## src/hw/rtl/srat_pkg.sv

```systemverilog
package srat_pkg;

    localparam int SRAT_REGIONS = 16;
    localparam int COUNT_W      = 5;
    localparam int INDEX_W      = 4;
    localparam int ADDR_W       = 64;

    typedef enum logic [1:0] {
        KIND_WRITE   = 2'd0,
        KIND_FORWARD = 2'd1,
        KIND_REVERSE = 2'd2
    } kind_t;

    typedef enum logic [2:0] {
        ST_OK       = 3'd0,
        ST_NOREGION = 3'd1,
        ST_OFFSET   = 3'd2,
        ST_EXTENT   = 3'd3,
        ST_WANTED   = 3'd4
    } status_t;

    typedef struct packed {
        kind_t               kind;
        logic [INDEX_W-1:0]  region_index;
        logic [ADDR_W-1:0]   address;
        logic [ADDR_W-1:0]   region_size;
        logic [ADDR_W-1:0]   ref_offset;
        logic [ADDR_W-1:0]   ref_length;
        logic [ADDR_W-1:0]   length;
    } req_t;

    typedef struct packed {
        status_t             status;
        logic [INDEX_W-1:0]  found_index;
        logic [ADDR_W-1:0]   found_offset;
        logic [ADDR_W-1:0]   found_length;
        logic [ADDR_W-1:0]   resolved_address;
    } rsp_t;

    // what travels from one cell to the next
    typedef struct packed {
        logic                valid;
        req_t                req;
        logic                found;
        logic [INDEX_W-1:0]  hit;
        logic [ADDR_W-1:0]   off;
        logic [ADDR_W-1:0]   sel_base;
        logic [ADDR_W-1:0]   sel_size;
    } link_t;

endpackage

```

## src/hw/rtl/srat_cell.sv

```systemverilog
module srat_cell import srat_pkg::*; #(
    parameter int CELL_ID = 0
) (
    input  logic               aclk,
    input  logic               aresetn,
    input  logic               adv,
    input  logic [COUNT_W-1:0] region_count,
    input  link_t              link_in,
    output link_t              link_out
);

    logic [ADDR_W-1:0] base_reg;
    logic [ADDR_W-1:0] size_reg;
    link_t             link_reg;
    link_t             link_next;

    logic              idx_match;
    logic              in_use;
    logic [ADDR_W-1:0] diff;
    logic              hit_here;

    assign idx_match = (32'(link_in.req.region_index) == CELL_ID);
    assign in_use    = (32'(region_count) > CELL_ID);
    assign diff      = link_in.req.address - base_reg;
    // a zero-size region never matches since diff < 0 is impossible
    assign hit_here  = in_use && (link_in.req.address >= base_reg) && (diff < size_reg);

    always_comb begin
        link_next = link_in;
        case (link_in.req.kind)
            KIND_FORWARD: begin
                if (!link_in.found && hit_here) begin
                    link_next.found    = 1'b1;
                    link_next.hit      = INDEX_W'(CELL_ID);
                    link_next.off      = diff;
                    link_next.sel_size = size_reg;
                end
            end
            KIND_REVERSE: begin
                if (idx_match) begin
                    link_next.sel_base = base_reg;
                    link_next.sel_size = size_reg;
                end
            end
            default: ;
        endcase
    end

    always_ff @(posedge aclk) begin
        if (!aresetn) begin
            base_reg       <= '0;
            size_reg       <= '0;
            link_reg.valid <= 1'b0;
        end else if (adv) begin
            link_reg <= link_next;
            if (link_in.valid && link_in.req.kind == KIND_WRITE && idx_match) begin
                base_reg <= link_in.req.address;
                size_reg <= link_in.req.region_size;
            end
        end
    end

    assign link_out = link_reg;

endmodule

```

## config.mk

```make
export PLATFORM = sky130hd
export DESIGN_NAME = srat_cell
export DESIGN_NICKNAME = d
export VERILOG_FILES = /design/src/hw/rtl/srat_pkg.sv /design/src/hw/rtl/srat_cell.sv
export SDC_FILE = /design/constraint.sdc
export NUM_CORES = 1
export LEC_CHECK = 0
export ABC_AREA = 1
export BUFFER_PORTS_ARGS = -buffer_cell sky130_fd_sc_hd__buf_2
export CAP_MARGIN = 20
export CORE_AREA = 2 2 411 413
export DETAILED_ROUTE_END_ITERATION = 8
export DIE_AREA = 0 0 413 415
export PLACE_DENSITY = 0.48
export SLEW_MARGIN = 20
export SYNTH_ARGS = -nofsm -noshare
export SYNTH_HDL_FRONTEND = slang
export SYNTH_SLANG_ARGS = --single-unit
```

## constraint.sdc

```tcl
create_clock -name aclk -period 20.9 [get_ports aclk]
set_clock_uncertainty 0.2 [all_clocks]
set_input_delay 5.225 -clock aclk [delete_from_list [all_inputs] [get_ports aclk]]
set_output_delay 5.225 -clock aclk [all_outputs]
set_load 0.1 [all_outputs]
```

==> implementation parameters <==
Parameter                              Value

Setup path
  Arrival time of data at the critical path endpoint ... 12300 ps
  Standard cell with the maximum stage delay on the critical path ... buf_4
  Launching element type of the critical path ... input pin
  WS Path Type ... input pin to flip-flop
  Required time of the critical path ... roughly 21000 ps
  Worst reg2reg path endpoint ... link_out[174]
  Element type at the critical path end ... flip-flop
  Critical register-to-register path startpoint ... base_reg[12]
  Cell repeated most along the worst path ... nand2_1
  R2R cell count ... 28
  R2R setup slack ... 13200 ps
  Crit-path max FO ... 66
  Maximum single-stage delay on the critical path ... 710 ps

Drt
  Detail-routed net length per standard cell ... about 26 um
  WL final ... roughly 170000 um
  Starting DRC count in detailed routing ... 2176
  ANT nets after route ... 0
  DR DRC count ... 0
  Iteration count of the initial detailed-routing pass ... 8
  Vias ... 28100
  Via-per-instance ratio ... 4.28

Floorplan
  Core footprint ... 167000 sq um
  Die Ht ... 415 um
  Row Count ... 150
  Floorplan die width ... 413 um
  Initial core utilization ... 18.6%
  Count of pins on the block boundary ... 1056
  Total Die Area ... 171000 sq um

Placed design
  Final weighted congestion of routability-driven global placement ... 0.945
  DP HPWL ... 138000 um
  Input/output buffers ... approximately 1100

Finish
  Synth-to-Final Area Change ... 34.1%
  Area taken by multi-input logic gates ... 10700 sq um
  Final-stage net count ... 4937
  Number of flip-flops under the largest register name ... 524
  Register area ... 18300 sq um
  Share of layout cells above drive strength 1 ... 28.3%
  Filler instances ... 18200

STA
  Actual slew at the worst max-slew pin ... 1100 ps
  Max-slew violation count ... 0
  RSZ-0062 raised after global routing ... no
  Worst max-slew margin expressed relative to the limit ... between 20% and 30%
  Time the final worst path needs with I/O delays and setup ... between 10000 and 15000 ps
  Endpoints failing setup ... 0
  Fin crit share ... 57.2%
  Final Hold Slack ... 270 ps
  FMAX ... around 84 MHz
  Setup TNS ... 0 ps
  Endpoints failing hold ... 0

Synth
  Area of the mapped netlist ... between 30000 and 40000 sq um
  Count of different cell masters after synthesis ... 39
  Proportion of synthesized flip-flops having asynchronous set or reset ... 0%
  Portion of the post-synthesis area used by sequential elements ... 58.9%
  Number of synthesis warnings ... 0
  Post-synthesis instance total ... 3244
  Area share of the leading cell type in the synthesized netlist ... approximately 51%
  Dominant synthesized flop cell ... edfxtp_1
  Cells taking the most area after synthesis ... edfxtp_1, nand2_1, dfxtp_1
  EDFF count, synth ... 523
  Synthesized area per cell ... 9.58 sq um
  Flop and latch count out of synthesis ... 652
  Cell type with the highest aggregate area in the netlist ... edfxtp_1
  Number of nets in the synthesized netlist ... 3907

Outcome
  Run status ... completed

Clocking
  Number of sinks handled by clock tree synthesis ... 652
  Number of hold buffers added after cts ... 0
  Clock Tree Buf Depth ... 3
  Clock Root Buffer ... clkbuf_16
  Post-CTS setup-driven buffer insertion count ... 0
  CTS tree ... built
  Clk slew on worst S/H paths ... roughly 60 ps
  CTS resizes ... 0
  Latest clock arrival within the worst-skew pair ... 720 ps
  Number of H-tree levels ... 3
  CTS Buf Count ... 86

Power and ir drop
  Switching share of total power ... ~36%
  Logic gate share of total power ... 23.7%
  Static leakage ... 17.3 nW
  Proportion of power drawn by the clock network ... 38.0%
  Worst vdd rail ir drop ... 0.0622 mV
  Internal ... 2.51 mW
  Power per cell area ... 94.1 nW/um^2
  Sequential group share of total power ... 38.3%
  Switching pwr ... 1.41 mW

GRT
  Initial antenna violation count ... between 80 and 90
  Largest net degree at the start of global routing ... 135
  Vias in the first global route ... around 27000
  Sum of overflow across all layers after global routing ... 0
  First-pass GRT wire length ... 225000 um
  GRT Overall Usage ... around a fifth

Hold path
  Tightest Hold Check Type ... flip-flop to flip-flop
  Worst min-delay path endpoint ... link_out[523]
  Number of cells on the worst hold path ... 2
  Worst min-delay path startpoint ... link_out[523]

Flow run
  Number of maximum-capacitance constraint violations ... 0
## final cells by class
cell class                 count  share of cell area, %
inverter                     424                   3.84
multi-input combinational   2031                   25.7
sequential                   652                   43.9
clock buffer                 102                   5.53
antenna                       25                  0.150
clock inverter                55                   1.14
timing repair buffer        1079                   13.1
tap                         2204                   6.62
## power by group through the flow
stage | combinational (mW) | clock, mW | sequential (mW)
floorplan | 0.208 | 0 | 2.00
global placement | 0.941 | 0 | 1.53
detailed placement | 0.943 | 0 | 1.53
CTS | 0.946 | 1.54 | 1.50
global route | 0.980 | 1.58 | 1.50
finish | 0.931 | 1.49 | 1.50
## critical path: cells and delay by family
| family | cells | cell delay [ps] |
|---|---|---|
| AND/OR/NAND/NOR | 19 | 3660 |
| buffers and inverters | 6 | 1710 |
| adder cells (fa/ha/maj) | 2 | 720 |
| XOR/XNOR | 1 | 540 |
| AO/OA/AOI/OAI | 2 | 220 |
## cells in the final DEF (no fill, tap or decap), types with 3 or more instances in the layout
cell           n
a21boi_0       8
a21o_1         7
a21oi_1      322
a31oi_1        6
buf_2       1054
buf_4         24
bufinv_16      6
clkbuf_1       9
clkbuf_16     88
clkbuf_8       5
clkinv_1      22
clkinv_2      11
clkinv_4       5
clkinvlp_4     6
dfxtp_1      129
diode_2       25
edfxtp_1     523
ha_1         127
ha_4           3
inv_1        418
inv_2          5
nand2_1      698
nand3_1      109
nand3_4        3
nand4_1       80
nor2_1       227
nor2_2         3
nor3_1        13
nor4_1         6
o211ai_1      68
o21a_1         8
o21ai_0      252
o21ai_1        8
o21bai_1      12
xnor2_1        6
xor2_1        47
## metrics by stage
step / instances / utilization (%) / cell area (sq um) / total power, mW / worst slack (ps)
2_1_floorplan: 3244 / - / 31100 / 2.20 / 3990
3_3_place_gp: 6390 / 23.3 / 38800 / 2.47 / 8070
3_5_place_dp: 6390 / 23.3 / 38800 / 2.47 / 8110
4_1_cts: 6547 / 25.0 / 41600 / 3.99 / 8860
5_1_grt: 6560 / 25.0 / 41600 / 4.06 / 8390
6_report: 6572 / 25.0 / 41700 / 3.92 / 8950
## synthesized netlist by cell type, types with 47 or more instances
cell type,n
nor2_1,227
xor2_1,47
ha_1,130
dfxtp_1,129
nand2_1,699
inv_1,420
nand3_1,109
edfxtp_1,523
o211ai_1,68
a21oi_1,323
o21ai_0,252
nand4_1,80
clkbuf_1,98
## cells by family (layout without fill, tap and decap cells)
| logic type | after synthesis | after routing | synth area share [%] |
|---|---|---|---|
| AND/OR/NAND/NOR | 1150 | 1150 | 15.3 |
| AO/OA/AOI/OAI | 696 | 696 | 12.1 |
| flip-flops | 652 | 652 | 58.9 |
| buffers and inverters | 561 | 1660 | 6.91 |
| adder cells (fa/ha/maj) | 131 | 131 | 5.30 |
| XOR/XNOR | 53 | 53 | 1.49 |
| multiplexers | 1 | 1 | 0.0362 |
| other | 0 | 25 | 0 |
## worst max-delay path by stage
stage	slack (ps)	from	end
floorplan	3990	aresetn	link_out[0]
global placement	8070	link_in[453]	link_out[174]
detailed placement	8110	link_in[472]	link_out[174]
CTS	8860	link_in[472]	link_out[174]
global route	8390	link_in[465]	link_out[174]
finish	8950	link_in[472]	link_out[174]
## layer usage
layer / global-route usage, % / vias up / routed length [um]
li1: - / 13200 / -
met1: 20.7 / 13500 / 63200
met3: 5.09 / 245 / 12000
met2: 35.5 / 1114 / 89900
met4: 6.08 / 56 / 5110
met5: 0 / - / 370
(Power assumes the default switching activity.)
