--- config.mk ---
export PLATFORM = sky130hd
export DESIGN_NAME = srat_resolve
export DESIGN_NICKNAME = d
export VERILOG_FILES = /design/src/hw/rtl/srat_pkg.sv /design/src/hw/rtl/srat_resolve.sv
export SDC_FILE = /design/constraint.sdc
export NUM_CORES = 1
export LEC_CHECK = 0
export BUFFER_PORTS_ARGS = -buffer_cell sky130_fd_sc_hd__buf_2
export CAP_MARGIN = 20
export CORE_AREA = 3 3 283 285
export CTS_BUF_LIST = sky130_fd_sc_hd__clkbuf_16
export DETAILED_ROUTE_END_ITERATION = 8
export DIE_AREA = 0 0 286 288
export HOLD_SLACK_MARGIN = 0.02
export PLACE_DENSITY = 0.57
export SLEW_MARGIN = 20
export SYNTH_ARGS = -nofsm -noshare
export SYNTH_HDL_FRONTEND = slang
export SYNTH_SLANG_ARGS = --single-unit
--- constraint.sdc ---
create_clock -name aclk -period 12 [get_ports aclk]
set_input_delay 1.2 -clock aclk [delete_from_list [all_inputs] [get_ports aclk]]
set_output_delay 1.2 -clock aclk [all_outputs]
set_load 0.03 [all_outputs]
--- src/hw/rtl/srat_pkg.sv ---
package srat_pkg;

    localparam int SRAT_REGIONS = 16;
    localparam int COUNT_W      = 5;
    localparam int INDEX_W      = 4;
    localparam int ADDR_W       = 64;

    typedef enum logic [1:0] {
        KIND_WRITE   = 2'd0,
        KIND_FORWARD = 2'd1,
        KIND_REVERSE = 2'd2
    } kind_t;

    typedef enum logic [2:0] {
        ST_OK       = 3'd0,
        ST_NOREGION = 3'd1,
        ST_OFFSET   = 3'd2,
        ST_EXTENT   = 3'd3,
        ST_WANTED   = 3'd4
    } status_t;

    typedef struct packed {
        kind_t               kind;
        logic [INDEX_W-1:0]  region_index;
        logic [ADDR_W-1:0]   address;
        logic [ADDR_W-1:0]   region_size;
        logic [ADDR_W-1:0]   ref_offset;
        logic [ADDR_W-1:0]   ref_length;
        logic [ADDR_W-1:0]   length;
    } req_t;

    typedef struct packed {
        status_t             status;
        logic [INDEX_W-1:0]  found_index;
        logic [ADDR_W-1:0]   found_offset;
        logic [ADDR_W-1:0]   found_length;
        logic [ADDR_W-1:0]   resolved_address;
    } rsp_t;

    // what travels from one cell to the next
    typedef struct packed {
        logic                valid;
        req_t                req;
        logic                found;
        logic [INDEX_W-1:0]  hit;
        logic [ADDR_W-1:0]   off;
        logic [ADDR_W-1:0]   sel_base;
        logic [ADDR_W-1:0]   sel_size;
    } link_t;

endpackage

--- src/hw/rtl/srat_resolve.sv ---
module srat_resolve import srat_pkg::*; #(
    parameter int REGIONS = SRAT_REGIONS
) (
    input  logic               aclk,
    input  logic               aresetn,
    input  logic               adv,
    input  logic [COUNT_W-1:0] region_count,
    input  link_t              link_in,
    output logic               out_valid,
    output rsp_t               out_data
);

    logic  valid_reg;
    rsp_t  data_reg;
    rsp_t  data_next;
    logic  id_ok;

    assign id_ok = (COUNT_W'(link_in.req.region_index) < region_count)
                && (32'(link_in.req.region_index) < REGIONS);

    always_comb begin
        data_next        = '0;
        data_next.status = ST_OK;
        case (link_in.req.kind)
            KIND_FORWARD: begin
                if (!link_in.found) begin
                    data_next.status = ST_NOREGION;
                end else if (link_in.req.length > link_in.sel_size - link_in.off) begin
                    data_next.status = ST_EXTENT;
                end else begin
                    data_next.found_index  = link_in.hit;
                    data_next.found_offset = link_in.off;
                    data_next.found_length = link_in.req.length;
                end
            end
            KIND_REVERSE: begin
                if (!id_ok) begin
                    data_next.status = ST_NOREGION;
                end else if (link_in.req.ref_offset >= link_in.sel_size) begin
                    data_next.status = ST_OFFSET;
                end else if (link_in.req.ref_length >
                             link_in.sel_size - link_in.req.ref_offset) begin
                    data_next.status = ST_EXTENT;
                end else if (link_in.req.length != '0 &&
                             link_in.req.length > link_in.req.ref_length) begin
                    data_next.status = ST_WANTED;
                end else begin
                    data_next.resolved_address = link_in.sel_base + link_in.req.ref_offset;
                end
            end
            default: ;
        endcase
    end

    always_ff @(posedge aclk) begin
        if (!aresetn) begin
            valid_reg <= 1'b0;
        end else if (adv) begin
            valid_reg <= link_in.valid;
            data_reg  <= data_next;
        end
    end

    assign out_valid = valid_reg;
    assign out_data  = data_reg;

endmodule

==> results.py, run 1 <==
metrics = {
    "status": {
        "status": "finished clean",
    },
    "place": {
        "hpwlAfterDp_um": 86500,
        "placed_area_sq_mm": 0.0273,
        "gp_congestion": 0.955,
        "portBuffers": 603,
    },
    "finish": {
        "final_cell_mix": "buf_2 (603), ha_1 (387), a21oi_1 (254)",
        "syn_to_final_growth_pct": 19.6,
        "fillerInstances": 8316,
        "stdcell_area_sq_mm": 0.0280,
        "drive_gt1_frac": 0.209,
        "final_common_cell": "buf_2",
        "final_nets": 4212,
    },
    "routing": {
        "wirelength_um": 102000,
        "routedWlPerCell_um": 23.3,
        "drtIter0Drc": 1674,
        "ant_nets": 0,
        "avgViaCountPerCell": 5.30,
        "drcViolationCount": 0,
        "via_count": 23100,
        "first_pass_iters": 6,
    },
    "clocking": {
        "cts_resized": 0,
        "clk_path_buf_depth": 2,
        "cts_buffers": 17,
        "cts_setup_buffers": 0,
        "clkTransAtPathRegs_ns": 0.08,
        "clock-sinks": 200,
        "cts_tree": "done",
        "root_buffer": "clkbuf_16",
        "h-tree-depth": 4,
        "clock_latency_ns": 0.52,
        "hold_buffers": 0,
    },
    "setup_path": {
        "rr_endpoint": "out_valid",
        "crit_end": "out_data[62]",
        "cp.required_ns": 12.39,
        "crit_fanout": 68,
        "crit_arrival_ns": 7.87,
        "path_depth": 26,
        "cpPeakStageDelay_ns": 0.73,
        "r2r_cells": 2,
        "rr_startpoint": "out_valid",
        "crit_slowest_cell": "o311ai_0",
        "ff2ff_setup_slack_ns": 11.40,
        "critical_path.endpoint_type": "flip-flop",
        "critical-path-top-delay-family": "compound AO/OA/AOI/OAI gates",
        "crit_start": "link_in[327]",
        "cp-start-kind": "primary input",
        "path_class": "primary input to flip-flop",
        "worst-path-buf-inv": 4,
    },
    "pwr": {
        "p_sw_frac": 0.426,
        "peakVddDrop_uv": 109,
        "pwr-share-seq": 0.295,
        "p_comb_frac": 0.478,
        "p_per_area_mw_per_mm2": 99.9,
        "p_int_uw": 1610,
        "p_clk_frac": 0.227,
        "power.switching_uw": 1190,
        "p_leak_uw": 0.0130,
    },
    "sta": {
        "final_hold_viol_count": 0,
        "tns_ns": 0,
        "setup_viol": 0,
        "max_slew_margin": 0.320,
        "skew_ns": 0,
        "worstMarginPinSlew_ns": 1.01,
        "fmax_mhz": 134,
        "slew_viol_final": 0,
        "fin_crit_sh": 0.624,
        "rsz0062_at_grt": "no",
        "fin_crit_ns": 7.49,
    },
    "yosys": {
        "synth_area_sq_mm": 0.0234,
        "synth-compound-area-share": 0.231,
        "ys_seq_elements": 200,
        "synth_xor_area_frac": 0.0659,
        "synthArstFlopShare": 0,
        "muxShareOfSynthArea": 0.000909,
        "synth_cell_types": 96,
        "synth-warning-count": 0,
        "syn_inst": 2762,
        "yosys.area_share.simple": 0.176,
        "syn_nets": 3684,
        "synth-main-ff-cell": "edfxtp_1",
        "synth_edf_count": 199,
        "syn_area_per_cell_sq_um": 8.47,
        "synthAdderAreaFrac": 0.209,
        "synth_top_family_by_area": "compound AO/OA/AOI/OAI gates",
        "ys_seq_area_frac": 0.256,
    },
    "global_routing": {
        "grt_pass1_vias": 22500,
        "grt_pass1_wl_um": 145000,
        "grt_antenna_before_repair": 46,
        "grt_max_degree": 69,
        "grt_overflow": 0,
        "track_usage": 0.237,
    },
    "floorplanning": {
        "core_sq_mm": 0.0776,
        "rows": 102,
        "initial_core_util": 0.302,
        "io_pins": 732,
        "dieArea_sq_mm": 0.0824,
        "dieWidth_um": 286,
        "fp.dieH_um": 288,
    },
    "hold_path": {
        "min_path_type": "flip-flop to flip-flop",
    },
    "run": {
        "maxCapViolCount": 0,
    },
}
worst min-delay path by stage:
| stage | endpoint | start | cells past startpoint |
|---|---|---|---|
| after floorplan | out_valid | out_valid | 2 |
| after global placement | out_valid | out_valid | 2 |
| after detailed placement | out_valid | out_valid | 2 |
| after CTS | out_valid | out_valid | 2 |
| after global routing | out_valid | out_valid | 2 |
| final | out_valid | out_valid | 2 |
kinds of logic (layout without fill, tap and decap cells):
logic type / Yosys count / after routing
adders and majority gates: 390 / 390
AOI/OAI and AO/OA: 829 / 829
muxes: 2 / 2
xor gates and xnor gates: 176 / 176
buffers and inverters: 354 / 895
DFF: 200 / 200
and+or+nand+nor: 811 / 811
other: 0 / 22
power groups by stage:
stage / Clock (uW) / Combinational, uW / Sequential (uW)
finish: 634 / 1340 / 825
global route: 668 / 1480 / 829
CTS: 652 / 1330 / 825
detailed placement: 0 / 1320 / 841
global placement: 0 / 1320 / 840
floorplan: 0 / 806 / 934
Yosys cell counts, types with 10 or more instances:
master / number / area, sq um
o21bai_1: 40 / 300
o211ai_1: 15 / 113
xor2_1: 74 / 648
nand2_1: 165 / 619
or3_1: 10 / 62.6
inv_1: 252 / 946
a211oi_1: 20 / 150
edfxtp_1: 199 / 5980
buf_2: 12 / 60.1
o21a_1: 35 / 263
xnor2_1: 102 / 893
nor3_1: 114 / 571
nor2b_1: 30 / 188
nand3_1: 36 / 180
nor4_1: 26 / 163
o21ai_1: 12 / 60.1
and3_1: 17 / 106
a21o_1: 184 / 1380
clkbuf_1: 72 / 270
nor2_1: 181 / 679
ha_1: 387 / 4840
nand2b_1: 24 / 150
o21ai_0: 128 / 641
a31oi_1: 29 / 181
nand4_1: 99 / 619
a21oi_1: 254 / 1270
and2_1: 75 / 469
cell type report:
cell class	instances	area, sq um	area share
diodes	22	55.1	0.00197
clock buffers	17	425	0.0152
clock inverters	15	163	0.00581
inverters	252	946	0.0338
multi-input cells	2208	16000	0.572
flip-flops and latches	200	6000	0.214
well taps	1040	1300	0.0465
repair buffers	611	3090	0.110
registers in the layout, indices dropped and copies added, names as in the netlist:
| signal | cells |
|---|---|
| out_data | 199 |
| out_valid | 1 |
routing by layer:
metal	vias up	global-route usage	wire length, um
li1	11200	-	-
met1	11000	0.324	47100
met2	759	0.378	45800
met3	124	0.0462	6070
met4	32	0.0710	2360
met5	-	0	212
tightest hold or removal path, cell delays in order (launching register included):
cell     delay, ns
dfxtp_1       0.34
mux2i_1       0.07
nor2b_1       0.09
through the flow:
step | hold slack (ns) | instances | setup WS (ns) | utilization | total power (uW)
global route | 0.589 | 4361 | 4.24 | 0.361 | 2970
floorplan | 0.640 | 2762 | 5.70 | - | 1740
global placement | 0.513 | 4311 | 4.06 | 0.352 | 2160
finish | 0.539 | 4365 | 4.51 | 0.361 | 2800
detailed placement | 0.517 | 4311 | 4.09 | 0.352 | 2160
CTS | 0.537 | 4343 | 4.61 | 0.360 | 2810
(Power assumes the default switching activity.)
==> run 2: changes to the inputs <==
--- a/config.mk
+++ b/config.mk
@@ -5,14 +5,15 @@
 export SDC_FILE = /design/constraint.sdc
 export NUM_CORES = 1
 export LEC_CHECK = 0
+export ABC_AREA = 1
 export BUFFER_PORTS_ARGS = -buffer_cell sky130_fd_sc_hd__buf_2
 export CAP_MARGIN = 20
-export CORE_AREA = 3 3 283 285
+export CORE_AREA = 3 3 285 287
 export CTS_BUF_LIST = sky130_fd_sc_hd__clkbuf_16
 export DETAILED_ROUTE_END_ITERATION = 8
-export DIE_AREA = 0 0 286 288
+export DIE_AREA = 0 0 288 290
 export HOLD_SLACK_MARGIN = 0.02
-export PLACE_DENSITY = 0.57
+export PLACE_DENSITY = 0.62
 export SLEW_MARGIN = 20
 export SYNTH_ARGS = -nofsm -noshare
 export SYNTH_HDL_FRONTEND = slang
==> constraint.sdc (replaced) <==
create_clock -name aclk -period 6.45 [get_ports aclk]
set_input_delay 0.645 -clock aclk [delete_from_list [all_inputs] [get_ports aclk]]
set_output_delay 0.645 -clock aclk [all_outputs]
set_load 0.03 [all_outputs]
==> run 2 against run 1 <==
Setup slack got worse by 3.3 ns. Non-clock buffer count rose by 8. Global-route usage rose by 4.3 points. Die area rose by 1.4%. Flip-flop and latch count did not move. Hold slack got worse by 0.21 ns. Clock power is 81% higher. First-iteration DRC count up 31%. Utilization is 3.3 points higher. Total power is 90% higher. Synthesized cell count grew 41%. Critical path type unchanged. Critical endpoint is now out_data[172]. Largest cell class unchanged. Largest power group unchanged.
==> results.py, run 2 <==
metrics = {
    "yosys": {
        "synthArstFlopShare": 0,
        "ys_seq_elements": 200,
        "synth_cell_types": 41,
        "synth_most_common_cell": "nand2_1",
        "synth_top_family_by_area": "simple AND/OR/NAND/NOR gates",
        "synth-warning-count": 0,
        "syn_nets": 4807,
        "synth.area.top_cells": "edfxtp_1 (23%), ha_1 (19%), nand2_1 (11%)",
        "ys_seq_area_frac": 0.230,
        "synth-compound-area-share": 0.169,
        "synthAdderAreaFrac": 0.188,
        "synth_top_area_cell": "edfxtp_1",
        "muxShareOfSynthArea": 0,
        "synth_xor_area_frac": 0.0427,
        "synthTopCellsByCount": "nand2_1 (748), inv_1 (732), nor2_1 (576)",
        "synth-main-ff-cell": "edfxtp_1",
        "syn_area_per_cell_sq_um": 6.70,
        "yosys.area_share.simple": 0.259,
        "synth_top_cell_area_share": 0.229,
        "synth_edf_count": 199,
        "synth_area_sq_mm": 0.0260,
        "syn_inst": 3885,
    },
    "sta": {
        "fin_crit_ns": 5.24,
        "hold_slack_ns": 0.330,
        "final_hold_viol_count": 0,
        "finalWorstSetupSlack_ns": 1.21,
        "rsz0062_at_grt": "no",
        "fmax_mhz": 191,
        "skew_ns": 0,
        "slew_viol_final": 0,
        "max_slew_margin": 0.377,
        "worstMarginPinSlew_ns": 0.925,
        "tns_ns": 0,
        "fin_crit_sh": 0.812,
        "setup_viol": 0,
    },
    "floorplanning": {
        "rows": 103,
        "initial_core_util": 0.330,
        "dieArea_sq_mm": 0.0835,
        "dieWidth_um": 288,
        "fp.dieH_um": 290,
        "core_sq_mm": 0.0789,
        "io_pins": 732,
    },
    "place": {
        "hpwlAfterDp_um": 107000,
        "gp_congestion": 1.04,
        "pre_cts_ws_ns": 0.678,
        "portBuffers": 603,
    },
    "setup_path": {
        "critPathMostFrequentCell": "nand2_1",
        "path_class": "primary input to flip-flop",
        "cp-start-kind": "primary input",
        "rr_startpoint": "out_valid",
        "cpPeakStageDelay_ns": 0.42,
        "cp.required_ns": 6.71,
        "crit_fanout": 67,
        "crit_arrival_ns": 5.50,
        "crit_start": "link_in[0]",
        "crit_slowest_cell": "a21boi_0",
        "critical_path.endpoint_type": "flip-flop",
    },
    "global_routing": {
        "grt_pass1_wl_um": 172000,
        "grt_overflow": 0,
        "track_usage": 0.280,
        "grt.busiest_layer": "met2",
        "grt_antenna_before_repair": 34,
        "grt_max_degree": 104,
        "global_route.usage.met1": 0.359,
        "met3_usage": 0.0414,
        "grt_pass1_vias": 27700,
        "met2_usage": 0.480,
    },
    "routing": {
        "drtIter0Drc": 2201,
        "wirelength_um": 121000,
        "ant_nets": 0,
        "via_count": 28700,
        "first_pass_iters": 6,
        "drcViolationCount": 0,
        "avgViaCountPerCell": 5.15,
        "routedWlPerCell_um": 21.7,
    },
    "finish": {
        "largest_reg_flops": 199,
        "drive_gt1_frac": 0.156,
        "syn_to_final_growth_pct": 19.2,
        "final_nets": 5425,
        "final_core_util": 0.394,
        "final_common_cell": "nand2_1",
        "final_cell_mix": "nand2_1 (748), inv_1 (731), buf_2 (603)",
    },
    "run": {
        "maxCapViolCount": 0,
    },
    "clocking": {
        "clock-sinks": 200,
        "hold_buffers": 0,
        "h-tree-depth": 4,
        "clkTransAtPathRegs_ns": 0.09,
        "clk_path_buf_depth": 2,
        "cts_buffers": 17,
        "cts_tree": "done",
        "root_buffer": "clkbuf_16",
        "clock_latency_ns": 0.51,
        "cts_resized": 0,
        "cts_setup_buffers": 0,
    },
    "status": {
        "status": "finished clean",
    },
    "hold_path": {
        "min_from": "adv",
        "min_path_type": "primary input to flip-flop",
    },
    "pwr": {
        "p_per_area_mw_per_mm2": 171,
        "p_leak_uw": 0.0152,
        "peakVddDrop_uv": 215,
        "power_uw": 5320,
    },
}
run 2: cell types whose count changed in the layout (fill, tap and decap cells not counted), moves of 27 or more:
cell     change
nand2_1    +584
inv_1      +479
nor2_1     +397
a21o_1     -161
a21oi_1    +127
nand3_1     +95
and2_1      -73
nor3_1      -62
o21ai_0     +61
nand4_1     -43
xnor2_1     -39
nor2b_1     -30
a21oi_2     +27
run 2: worst max-delay path, delay by kind of cell:
| kind | cells | cell delay [ns] |
|---|---|---|
| compound gates | 5 | 1.76 |
| simple gates | 14 | 1.32 |
| buf+inv | 7 | 0.83 |
| fa+ha+maj | 3 | 0.83 |
run 2: path summary, 6_finish.rpt:
| check | end | slack [ns] | depth (start not counted) |
|---|---|---|---|
| min | out_valid | 0.33 | 2 |
| max | out_data[172] | 1.21 | 29 |
| max reg2reg | out_valid | 5.81 | 2 |
| min reg2reg | out_valid | 0.56 | 2 |
run 2: cells by family after synthesis:
kind of cell / after synthesis
AND/OR/NAND/NOR: 1638
AO/OA/AOI/OAI: 778
buffers and inverters: 752
adder cells (fa/ha/maj): 390
flip-flops: 200
XOR/XNOR: 127
run 2: metrics by stage:
step	std cells	cell area [sq um]
after floorplan	3885	26000
after global placement	5534	30400
after detailed placement	5534	30400
after CTS	5566	31000
after global routing	5572	31000
final	5576	31100
run 2: layer usage:
layer / part of all wire / vias to the layer above
met4: 0.033 / 20
met1: 0.43 / 13200
met2: 0.47 / 1149
met3: 0.068 / 209
li1: - / 14100
met5: 0.0010 / -
run 2: power by group:
| group | leakage, uW | switching [uW] | total (uW) | internal (uW) |
|---|---|---|---|---|
| registers | 0.00164 | 23.7 | 1530 | 1510 |
| logic | 0.0133 | 1760 | 2630 | 870 |
| clock network | 0.000280 | 636 | 1150 | 516 |
run 2: area by class of cell:
| class | instances | area [sq um] |
|---|---|---|
| clock inverter | 15 | 163 |
| sequential | 200 | 6000 |
| fill | 8729 | 47800 |
| antenna | 10 | 25.0 |
| multi-input combinational | 2933 | 17200 |
| clock buffer | 17 | 425 |
| inverter | 732 | 2760 |
| tap | 1050 | 1310 |
| timing repair buffer | 619 | 3190 |
